## src/rtl/core/kpsd_pkg.sv

```systemverilog
// Shared types, codes and the matrix decode table of the keypad scan debounce core.
`default_nettype none

package kpsd_pkg;

    // Operation codes carried on the slave-side tuser.
    typedef enum logic [1:0] {
        OP_TICK   = 2'd0,
        OP_START  = 2'd1,
        OP_SAMPLE = 2'd2
    } t_op;

    // Event sources.
    localparam logic [2:0] SRC_MATRIX = 3'd0;
    localparam logic [2:0] SRC_POWER  = 3'd1;
    localparam logic [2:0] SRC_CF     = 3'd2;
    localparam logic [2:0] SRC_MMC    = 3'd3;
    localparam logic [2:0] SRC_PEN    = 3'd4;

    // Key codes for the single-line sources and the empty code.
    localparam logic [7:0] CODE_NONE  = 8'hff;
    localparam logic [7:0] CODE_POWER = 8'h0e;
    localparam logic [7:0] CODE_CF    = 8'h10;
    localparam logic [7:0] CODE_MMC   = 8'h11;
    localparam logic [7:0] CODE_PEN   = 8'h0d;

    // Configuration reset and match counter ceiling.
    localparam logic [3:0] MATCHES_RESET = 4'd3;
    localparam logic [3:0] MATCH_MAX     = 4'd15;

    // Depth of the queue between the front and the back.
    localparam int FIFO_DEPTH = 2;
    localparam int FIFO_PTR_W = $clog2(FIFO_DEPTH);
    localparam int FIFO_CNT_W = $clog2(FIFO_DEPTH + 1);

    // Beat widths on the stream ports.
    localparam int S_TDATA_W = 24;
    localparam int S_TUSER_W = 5;
    localparam int M_TDATA_W = 24;

    // Matrix code for each bit 4*phase+row.
    localparam logic [7:0] KEY_TABLE [16] = '{
        8'h0c, 8'h02, 8'h01, 8'h00,
        8'h06, 8'h05, 8'h04, 8'h03,
        8'hff, 8'h0f, 8'h08, 8'h07,
        8'hff, 8'h0a, 8'h0b, 8'h09
    };

    // One classified item as it travels through the queue.
    typedef struct packed {
        t_op        op;
        logic [2:0] src;
        logic [7:0] mcode;
        logic [3:0] lines;
    } t_item;

    // Highest set bit of the matrix sample selects the code.
    function automatic logic [7:0] decode_matrix(input logic [15:0] rows);
        logic [7:0] code;
        code = CODE_NONE;
        for (int b = 0; b < 16; b++) begin
            if (rows[b]) begin
                code = KEY_TABLE[b];
            end
        end
        return code;
    endfunction

endpackage

`default_nettype wire

```

## src/rtl/core/kpsd_front.sv

```systemverilog
// Front end: takes input beats, drops meaningless operations and decodes the matrix sample.
`default_nettype none

module kpsd_front (
    input  wire logic                           i_s_tvalid,
    output logic                                o_s_tready,
    input  wire logic [kpsd_pkg::S_TDATA_W-1:0] i_s_tdata,
    input  wire logic [kpsd_pkg::S_TUSER_W-1:0] i_s_tuser,
    input  wire logic                           i_fifo_full,
    output logic                                o_push,
    output kpsd_pkg::t_item                     o_item
);

    logic [1:0] w_op;
    logic       w_keep;

    assign w_op = i_s_tuser[1:0];

    // Only tick, start and sample operations reach the back end.
    always_comb begin
        case (w_op)
            kpsd_pkg::OP_TICK,
            kpsd_pkg::OP_START,
            kpsd_pkg::OP_SAMPLE: w_keep = 1'b1;
            default:             w_keep = 1'b0;
        endcase
    end

    assign o_s_tready = !i_fifo_full;
    assign o_push     = i_s_tvalid && !i_fifo_full && w_keep;

    // Decode the matrix here so the back end only compares codes.
    always_comb begin
        o_item.op    = kpsd_pkg::t_op'(w_op);
        o_item.src   = i_s_tuser[4:2];
        o_item.mcode = kpsd_pkg::decode_matrix(i_s_tdata[15:0]);
        o_item.lines = i_s_tdata[19:16];
    end

endmodule

`default_nettype wire

```

## src/rtl/core/kpsd_fifo.sv

```systemverilog
// Two-entry queue of classified items between the front and the back end.
`default_nettype none

module kpsd_fifo (
    input  wire logic            i_clk,
    input  wire logic            i_rst_n,
    input  wire logic            i_push,
    input  wire kpsd_pkg::t_item i_item,
    input  wire logic            i_pop,
    output logic                 o_full,
    output logic                 o_not_empty,
    output kpsd_pkg::t_item      o_item
);

    kpsd_pkg::t_item                r_mem [kpsd_pkg::FIFO_DEPTH];
    logic [kpsd_pkg::FIFO_PTR_W-1:0] r_wr_ptr, n_wr_ptr;
    logic [kpsd_pkg::FIFO_PTR_W-1:0] r_rd_ptr, n_rd_ptr;
    logic [kpsd_pkg::FIFO_CNT_W-1:0] r_count, n_count;

    assign o_full      = (r_count == kpsd_pkg::FIFO_CNT_W'(kpsd_pkg::FIFO_DEPTH));
    assign o_not_empty = (r_count != '0);
    assign o_item      = r_mem[r_rd_ptr];

    // Pointer and fill count update.
    always_comb begin
        n_wr_ptr = r_wr_ptr;
        n_rd_ptr = r_rd_ptr;
        n_count  = r_count;
        if (i_push) begin
            n_wr_ptr = (r_wr_ptr == kpsd_pkg::FIFO_PTR_W'(kpsd_pkg::FIFO_DEPTH - 1))
                       ? '0 : r_wr_ptr + 1'b1;
        end
        if (i_pop) begin
            n_rd_ptr = (r_rd_ptr == kpsd_pkg::FIFO_PTR_W'(kpsd_pkg::FIFO_DEPTH - 1))
                       ? '0 : r_rd_ptr + 1'b1;
        end
        if (i_push && !i_pop) begin
            n_count = r_count + 1'b1;
        end else if (!i_push && i_pop) begin
            n_count = r_count - 1'b1;
        end
    end

    always_ff @(posedge i_clk) begin
        if (!i_rst_n) begin
            r_wr_ptr <= '0;
            r_rd_ptr <= '0;
            r_count  <= '0;
        end else begin
            r_wr_ptr <= n_wr_ptr;
            r_rd_ptr <= n_rd_ptr;
            r_count  <= n_count;
        end
    end

    // Entry storage.
    always_ff @(posedge i_clk) begin
        if (i_push) begin
            r_mem[r_wr_ptr] <= i_item;
        end
    end

endmodule

`default_nettype wire

```

## src/rtl/core/kpsd_back.sv

```systemverilog
// Back end: debounce state, card flags, configuration register and the result register.
`default_nettype none

module kpsd_back (
    input  wire logic                           i_clk,
    input  wire logic                           i_rst_n,
    input  wire logic                           i_cfg_we,
    input  wire logic [3:0]                     i_cfg_wdata,
    input  wire logic                           i_item_valid,
    input  wire kpsd_pkg::t_item                i_item,
    output logic                                o_pop,
    output logic                                o_m_tvalid,
    input  wire logic                           i_m_tready,
    output logic [kpsd_pkg::M_TDATA_W-1:0]      o_m_tdata
);

    logic [3:0]  r_matches;
    logic [7:0]  r_candidate, n_candidate;
    logic [3:0]  r_count, n_count;
    logic [2:0]  r_source, n_source;
    logic        r_busy, n_busy;
    logic        r_ticked, n_ticked;
    logic        r_cf, n_cf;
    logic        r_mmc, n_mmc;
    logic        r_out_valid, n_out_valid;
    logic [kpsd_pkg::M_TDATA_W-1:0] r_out_data;

    logic        w_emit;
    logic [7:0]  w_code;
    logic [3:0]  w_count;

    assign o_pop      = i_item_valid && (!r_out_valid || i_m_tready);
    assign o_m_tvalid = r_out_valid;
    assign o_m_tdata  = r_out_data;

    // Sample decode for the source of the open run.
    always_comb begin
        case (r_source)
            kpsd_pkg::SRC_POWER: w_code = i_item.lines[1] ? kpsd_pkg::CODE_NONE
                                                          : kpsd_pkg::CODE_POWER;
            kpsd_pkg::SRC_CF:    w_code = i_item.lines[2] ? kpsd_pkg::CODE_NONE
                                                          : kpsd_pkg::CODE_CF;
            kpsd_pkg::SRC_MMC:   w_code = i_item.lines[3] ? kpsd_pkg::CODE_MMC
                                                          : kpsd_pkg::CODE_NONE;
            kpsd_pkg::SRC_PEN:   w_code = i_item.lines[0] ? kpsd_pkg::CODE_NONE
                                                          : kpsd_pkg::CODE_PEN;
            default:             w_code = i_item.mcode;
        endcase
    end

    // Saturating count of samples equal to their predecessor.
    always_comb begin
        if (w_code == r_candidate) begin
            w_count = (r_count < kpsd_pkg::MATCH_MAX) ? r_count + 1'b1 : r_count;
        end else begin
            w_count = '0;
        end
    end

    // Execute one item per pop.
    always_comb begin
        n_candidate = r_candidate;
        n_count     = r_count;
        n_source    = r_source;
        n_busy      = r_busy;
        n_ticked    = r_ticked;
        n_cf        = r_cf;
        n_mmc       = r_mmc;
        w_emit      = 1'b0;
        if (o_pop) begin
            case (i_item.op)
                kpsd_pkg::OP_TICK: begin
                    n_ticked = 1'b1;
                end
                kpsd_pkg::OP_START: begin
                    if (r_ticked) begin
                        n_candidate = i_item.mcode;
                        n_count     = '0;
                        n_source    = i_item.src;
                        n_busy      = 1'b1;
                    end
                end
                kpsd_pkg::OP_SAMPLE: begin
                    if (r_busy) begin
                        n_candidate = w_code;
                        n_count     = w_count;
                        if (w_count >= r_matches) begin
                            w_emit   = 1'b1;
                            n_busy   = 1'b0;
                            n_ticked = 1'b0;
                            n_count  = '0;
                            if (r_source == kpsd_pkg::SRC_CF) begin
                                n_cf = (w_code == kpsd_pkg::CODE_CF);
                            end else if (r_source == kpsd_pkg::SRC_MMC) begin
                                n_mmc = (w_code == kpsd_pkg::CODE_MMC);
                            end
                        end
                    end
                end
                default: begin
                end
            endcase
        end
        n_out_valid = w_emit || (r_out_valid && !i_m_tready);
    end

    // Control and debounce state.
    always_ff @(posedge i_clk) begin
        if (!i_rst_n) begin
            r_matches   <= kpsd_pkg::MATCHES_RESET;
            r_candidate <= kpsd_pkg::CODE_NONE;
            r_count     <= '0;
            r_source    <= kpsd_pkg::SRC_MATRIX;
            r_busy      <= 1'b0;
            r_ticked    <= 1'b0;
            r_cf        <= 1'b0;
            r_mmc       <= 1'b0;
            r_out_valid <= 1'b0;
        end else begin
            if (i_cfg_we) begin
                r_matches <= i_cfg_wdata;
            end
            r_candidate <= n_candidate;
            r_count     <= n_count;
            r_source    <= n_source;
            r_busy      <= n_busy;
            r_ticked    <= n_ticked;
            r_cf        <= n_cf;
            r_mmc       <= n_mmc;
            r_out_valid <= n_out_valid;
        end
    end

    // Result beat: code, flags and the packed status word.
    always_ff @(posedge i_clk) begin
        if (w_emit) begin
            r_out_data <= {2'b00, n_mmc, n_cf, 2'b00, w_code, n_mmc, n_cf, w_code};
        end
    end

endmodule

`default_nettype wire

```

## src/rtl/core/keypad_scan_debounce_core.sv

```systemverilog
// Top level of the keypad scan debounce core: front end, queue and back end.
//
// Usage:
//   The slave stream carries events. tuser holds operation (tick, start with
//   reference sample, further sample) and source; tdata holds the matrix sample
//   and the raw single-line levels. The master stream carries one beat for each
//   accepted key code, with the card presence flags and the packed status word.
//   The one-register configuration port sets the number of matching samples;
//   it is to be written only while the core is idle; the core does not enforce this.
// Throughput:
//   One beat per cycle on the slave side while the queue has room; the back end
//   takes no item while a result waits on a stalled master side. A beat is queued,
//   executed by the back end and, if it completes a debounce run, registered and
//   shown on the master side. The back end's decode-and-compare sets the rate.
// Reset:
//   Synchronous, active low. The queue empties, the flags clear, the match
//   requirement returns to three and no run is open.
// Stall:
//   While the master side is stalled the result holds in its register and the
//   back end takes nothing more from the queue; the two-entry queue takes new
//   beats until it fills, then tready drops.
`default_nettype none

module keypad_scan_debounce_core (
    input  wire logic                           i_clk,
    input  wire logic                           i_rst_n,
    input  wire logic                           i_cfg_we,
    input  wire logic [3:0]                     i_cfg_wdata,
    input  wire logic                           s_axis_tvalid,
    output logic                                s_axis_tready,
    // [15:0] matrix_rows, [19:16] line_levels, [23:20] zero
    input  wire logic [kpsd_pkg::S_TDATA_W-1:0] s_axis_tdata,
    // [1:0] operation, [4:2] source
    input  wire logic [kpsd_pkg::S_TUSER_W-1:0] s_axis_tuser,
    output logic                                m_axis_tvalid,
    input  wire logic                           m_axis_tready,
    // [7:0] key_code, [8] cf_present, [9] mmc_present, [21:10] status_word, [23:22] zero
    output logic [kpsd_pkg::M_TDATA_W-1:0]      m_axis_tdata
);

    logic            w_push;
    logic            w_pop;
    logic            w_full;
    logic            w_not_empty;
    kpsd_pkg::t_item w_front_item;
    kpsd_pkg::t_item w_back_item;

    // Accept and classify.
    kpsd_front u_front (
        .i_s_tvalid  (s_axis_tvalid),
        .o_s_tready  (s_axis_tready),
        .i_s_tdata   (s_axis_tdata),
        .i_s_tuser   (s_axis_tuser),
        .i_fifo_full (w_full),
        .o_push      (w_push),
        .o_item      (w_front_item)
    );

    // Queue between the two halves.
    kpsd_fifo u_fifo (
        .i_clk       (i_clk),
        .i_rst_n     (i_rst_n),
        .i_push      (w_push),
        .i_item      (w_front_item),
        .i_pop       (w_pop),
        .o_full      (w_full),
        .o_not_empty (w_not_empty),
        .o_item      (w_back_item)
    );

    // Debounce and result generation.
    kpsd_back u_back (
        .i_clk        (i_clk),
        .i_rst_n      (i_rst_n),
        .i_cfg_we     (i_cfg_we),
        .i_cfg_wdata  (i_cfg_wdata),
        .i_item_valid (w_not_empty),
        .i_item       (w_back_item),
        .o_pop        (w_pop),
        .o_m_tvalid   (m_axis_tvalid),
        .i_m_tready   (m_axis_tready),
        .o_m_tdata    (m_axis_tdata)
    );

    // The status word repeats the code and the flags of the same beat.
    a_status_consistent: assert property (@(posedge i_clk) disable iff (!i_rst_n)
        m_axis_tvalid |-> (m_axis_tdata[17:10] == m_axis_tdata[7:0])
                       && (m_axis_tdata[20] == m_axis_tdata[8])
                       && (m_axis_tdata[21] == m_axis_tdata[9])
                       && (m_axis_tdata[19:18] == 2'b00))
        else $error("status word does not match code and flags");

    // The queue is empty straight after reset, so the slave side is ready.
    a_ready_after_reset: assert property (@(posedge i_clk)
        !i_rst_n |=> s_axis_tready)
        else $error("slave side not ready after reset");

    // A new result only ever follows an item taken from the queue.
    a_result_from_pop: assert property (@(posedge i_clk) disable iff (!i_rst_n)
        $rose(m_axis_tvalid) |-> $past(w_pop))
        else $error("result appeared without an executed item");

endmodule

`default_nettype wire
```

## config.mk

```make
export PLATFORM = sky130hd
export DESIGN_NAME = keypad_scan_debounce_core
export DESIGN_NICKNAME = d
export VERILOG_FILES = /design/src/rtl/core/kpsd_pkg.sv /design/src/rtl/core/kpsd_front.sv /design/src/rtl/core/kpsd_fifo.sv /design/src/rtl/core/kpsd_back.sv /design/src/rtl/core/keypad_scan_debounce_core.sv
export SDC_FILE = /design/constraint.sdc
export NUM_CORES = 1
export LEC_CHECK = 0
export BUFFER_PORTS_ARGS = -buffer_cell sky130_fd_sc_hd__buf_2
export CELL_PAD_IN_SITES_DETAIL_PLACEMENT = 1
export CELL_PAD_IN_SITES_GLOBAL_PLACEMENT = 1
export CORE_ASPECT_RATIO = 1.2
export CORE_MARGIN = 8
export CORE_UTILIZATION = 44
export CTS_CLUSTER_DIAMETER = 120
export DETAILED_ROUTE_END_ITERATION = 8
export HOLD_SLACK_MARGIN = 0.05
export PLACE_DENSITY = 0.82
export RECOVER_POWER = 25
export SLEW_MARGIN = 0
export SYNTH_ARGS = -nofsm -noshare
export SYNTH_HDL_FRONTEND = slang
export SYNTH_HIERARCHICAL = 1
export SYNTH_SLANG_ARGS = --single-unit
```

## constraint.sdc

```tcl
create_clock -name i_clk -period 5.3 [get_ports i_clk]
set_input_delay 0.53 -clock i_clk [delete_from_list [all_inputs] [get_ports i_clk]]
set_output_delay 0.53 -clock i_clk [all_outputs]
set_load 0.005 [all_outputs]
```

======== Word level (Yosys, flattened, before mapping) ========
Memories as Yosys holds them, arrays and structs flattened. A register that Yosys moved wholly into a read port is not among the register bits.
Index checks and enable logic that the tools add are counted.
word-level totals
  RAM bits ................................ 34
  register bits ........................... 48
  input bits .............................. 38
  output and inout bits ................... 26
  logic and storage cells ................. 121
  memories kept ........................... 1
memory list
  memory        depth  width  read ports  clocked after Yosys merged registers in  write ports  line             source
  u_fifo.r_mem  2      17     1           1                                        1            kpsd_fifo.sv:15  kpsd_pkg::t_item r_mem [kpsd_pkg::FIFO_DEPTH];
cells by class
  multiplexer cells ....................... 61
  add/sub/neg operators ................... 5
  magnitude comparators ................... 2
  equal/unequal tests ..................... 15
  reductions and logical operators ........ 24
operator list
  cell                   number
  $mux W8                22
  $pmux W8 S4            1
  $mux W1                27
  $mux W4                5
  $eq A8 B5 Y1 const B   2
  $pmux W8 S2            1
  $eq A8 B8 Y1           1
  $pmux W4 S2            1
  $reduce_and A4 Y1      2
  $reduce_bool A2 Y1     4
  $eq A2 B2 Y1 const B   3
  $eq A3 B2 Y1 const B   2
  $logic_and A1 B1 Y1    6
  $ne A2 B1 Y1 const B   3
  $reduce_and A3 Y1      2
  $logic_not A1 Y1       5
  $add A4 B1 Y4 const B  1
  $eq A2 B1 Y1 const B   2
  $ge A4 B4 Y1           1
  $logic_not A2 Y1       2
  $lt A4 B4 Y1 const B   1
  $mux W2                2
  $pmux W1 S2            2
  $eq A3 B1 Y1 const B   1
  other kinds (6)        8

======== Depth between registers and ports, before layout ========
  depth in word-level cells ............... 16
  depth in mapped cells ................... 17

======== By module ========
The synthesis kept the hierarchy.
by module, submodules not included
  module      area each (µm²)  cells each  sequential area each (µm²)  instances
  kpsd_back   2124.5           246         780.7                       1
  kpsd_fifo   1446.4           75          1121.1                      1
  kpsd_front  292.8            47          0.0                         1

======== Worst setup path before layout ========
No wires, ideal clock.
  path type ............................... reg-to-reg
  from .................................... register (tool-made name)
  to ...................................... register u_back.r_count[3]
  slack ................................... 1.022 ns
  library setup time ...................... 0.086 ns
  arrival time ............................ 4.193 ns
  cell stages (with the launch flop) ...... 18
  data required time ...................... 5.214 ns
  path through ............................ dfxtp_1 -> buf_2 -> buf_4 -> mux2_2 -> mux2_2 -> o21ai_0 -> mux2i_1 -> xor2_1 -> nor4_4 -> o211ai_1 -> ha_1 -> nand2b_1 -> a21o_1 -> a211o_1 -> a211oi_1 -> nor4b_1 -> a31oi_1 -> a211oi_1
RTL lines
  element               line              source
  end signal, assigned  kpsd_back.sv:124  r_count <= n_count;
  end, declared         kpsd_back.sv:19   logic [3:0] r_count, n_count;

==> impl_metrics.json <==
{
  "status": "finished clean",
  "cts_buffers": 9,
  "ant_nets": 0,
  "clk_pin_slew_ns": 0.08,
  "grt_max_degree": 21,
  "drt-initial-drc-count": 132,
  "slew_violations": 0,
  "antenna_found_initial": 0,
  "rrSetupSlack_ns": 0.42,
  "via_count": 2834,
  "max_freq_ghz": 0.2049,
  "dieWidth_um": 101.5,
  "cts_tree": "built",
  "clkLatencyLatePin_ns": 0.35,
  "mostFrequentLayoutCells": "buf_2 (46), edfxtp_1 (44), nor2_1 (31)",
  "syn_to_final_growth_pct": 11.27,
  "timing.final.crit_share_pct": 92.07,
  "seq_area_frac_synth_pct": 49.22,
  "routed_wl_um": 8901,
  "final.setup_skew_ns": 0.01324,
  "holdCritPathClass": "in2reg",
  "critPathRequiredTime_ns": 5.55,
  "wire_per_inst_um": 16.95,
  "cts-root-buf": "clkbuf_8",
  "power_mw": 1.643,
  "grt_util_all_layers_pct": 15.63,
  "initial_utilization_pct": 45.11,
  "path_class": "reg2reg",
  "n_fill_cell": 951,
  "first_pass_iters": 4,
  "syn-cell-area_um2": 3864,
  "first_global_vias": 3132,
  "drive_above_1_share_pct": 25.00,
  "grt_pass1_wl_um": 15010,
  "gp_congestion": 0.8074,
  "final_common_cell": "buf_2",
  "route.detailed.drc": 0,
  "leakage_nw": 1.652,
  "grt_setup_unrepaired": "false",
  "ios": 64,
  "synth_top_area_cell": "edfxtp_1",
  "clockBufferDepth": 2,
  "relSlewSlack_pct": 36.68,
  "finalNetCount": 447,
  "synth-seq-cells": 73,
  "io_buffers": 55,
  "avgSynthCellArea_um2": 10.50,
  "finalSetupViolCount": 0,
  "core_um2": 8564,
  "endpoint_kind": "flop",
  "avgViaCountPerCell": 5.398,
  "netlist_instances": 368,
  "regArea_um2": 1902,
  "grt-ovfl-total": 0,
  "fin_crit_ns": 4.880,
  "die_area_um2": 12050,
  "cts_max_level": 3,
  "synth-edff-count": 44,
  "ys.flop_type": "edfxtp_1",
  "synthArstFlopShare_pct": 0,
  "synth_area_leaders": "edfxtp_1 (34%), dfxtp_1 (15%), mux2_2 (5.5%)",
  "start_kind": "flop",
  "die_y_um": 118.7,
  "ys_warn_count": 6,
  "diodes": 0,
  "hpwl_um": 6722,
  "synth.top_cell.area_share_pct": 34.20,
  "synth_cell_types": 62,
  "worstPathMaxFanout": 12,
  "worst_slew_pin_slew_ns": 0.9498,
  "cp.arrival_ns": 5.13,
  "ir_drop_uv": 225.9,
  "setup_tns_ns": 0,
  "rows": 37,
  "postCtsSetupRepairBufs": 0,
  "cts_sinks": 73,
  "finalHoldViolCount": 0,
  "cap_violations": 0,
  "power_density_nw_per_um2": 382.2,
  "multi_input_area_um2": 1643
}
## final timing paths
kind | start | to | depth (start not counted)
min reg2reg | u_back/r_candidate[6] | u_back/r_candidate[6] | 2
max reg2reg | flop | u_back/r_count[3] | 15
min | s_axis_tdata[17] | u_fifo/r_mem[0][1] | 1
max | flop | u_back/r_count[3] | 15
## what timing repair did
action                     4_1_cts  5_1_grt
setup endpoints to repair        0        3
hold buffers                     0        0
resized for setup                0        1
hold endpoints to repair         0        0
## routing by layer
layer / track usage [%] / part of all wire [%] / vias to the layer above
met1: 16.99 / 41 / 1382
met3: 4.110 / 4.5 / 16
met4: 5.602 / 1.9 / 0
met2: 28.02 / 53 / 62
met5: 0 / 0 / -
li1: - / - / 1374
## sequential cells by signal, indices dropped and copies added (netlist names), named ones only
name,count
u_back/o_m_tdata,10
u_back/r_candidate,8
u_back/r_mmc,1
u_fifo/r_rd_ptr,1
u_back/r_source,3
u_back/r_matches,4
u_back/r_count,4
u_fifo/r_count,2
u_back/r_cf,1
u_back/r_ticked,1
u_fifo/r_mem,34
u_back/o_m_tvalid,1
u_back/r_busy,1
u_fifo/r_wr_ptr,1
## worst max-delay path, stage by stage (launching register included)
cell and delay (ns):
dfxtp_1 0.66, mux2_2 0.44, mux2_2 0.28, o21ai_0 0.15, mux2i_1 0.17, xor2_1 0.21, nor4_4 0.50, o211ai_1 0.16
ha_1 0.29, nand2b_1 0.14, a21o_1 0.18, a211o_1 0.33, a211oi_1 0.48, nor4b_2 0.41, a31oi_1 0.13, a211oi_1 0.22
## synth_stat cells (2+ instances only)
cell type and n:
nor4_1 4, nand3_1 6, clkbuf_1 7, o311ai_0 2, o21ai_2 2, and2_1 7
inv_1 17, edfxtp_1 44, mux2_2 19, a31oi_1 3, a21o_1 2, a211oi_1 8
buf_4 27, buf_6 2, ha_1 6, o21ai_1 3, nand2_1 25, o21a_1 3
nor2b_1 5, mux2i_1 9, xor2_1 4, o31ai_1 3, nor3_1 10, or3_1 3
xnor2_1 4, or4_1 2, o21ai_0 13, o211ai_1 9, dfxtp_1 29, or2_2 3
nor2_1 31, nand2b_1 8, and3_1 3, nor4b_1 4, buf_2 3, a21oi_1 12
## report_power, final
part,switching (mW),internal [mW],leakage [nW]
combinational,0.242,0.181,0.902
sequential,0.0363,0.658,0.633
clock,0.214,0.313,0.117
total,0.492,1.15,1.65
## per-stage QoR
| step | util, % | cells | worst slack (ns) | hold slack (ns) | instance area, um^2 |
|---|---|---|---|---|---|
| floorplan | - | 371 | 1.022 | 0.4484 | 3875 |
| global placement | 47.49 | 509 | 0.3986 | 0.4665 | 4068 |
| detailed placement | 47.49 | 509 | 0.3471 | 0.4826 | 4068 |
| CTS | 50.33 | 525 | 0.2590 | 0.3589 | 4310 |
| global route | 50.20 | 525 | 0.06200 | 0.3438 | 4299 |
| finish | 50.20 | 525 | 0.4202 | 0.3728 | 4299 |
## cell families (layout without fill, tap and decap cells)
logic type	count (synthesis)	in the layout	synth area share, %
simple gates	127	127	18.14
flops	73	73	49.22
compound gates	69	69	12.37
buf+inv	56	93	8.549
mux	28	28	7.869
xor+xnor	8	8	1.813
fa+ha+maj	6	6	1.943
other cells	1	4	0.09706
## layout make-up
cell class / instances / area share [%]
Inverter: 17 / 1.484
Clock buffer: 9 / 2.881
Timing Repair Buffer: 60 / 7.014
Clock inverter: 7 / 2.765
Multi-Input combinational cell: 242 / 38.21
Tap cell: 117 / 3.405
Sequential cell: 73 / 44.24
(Power assumes the default switching activity.)
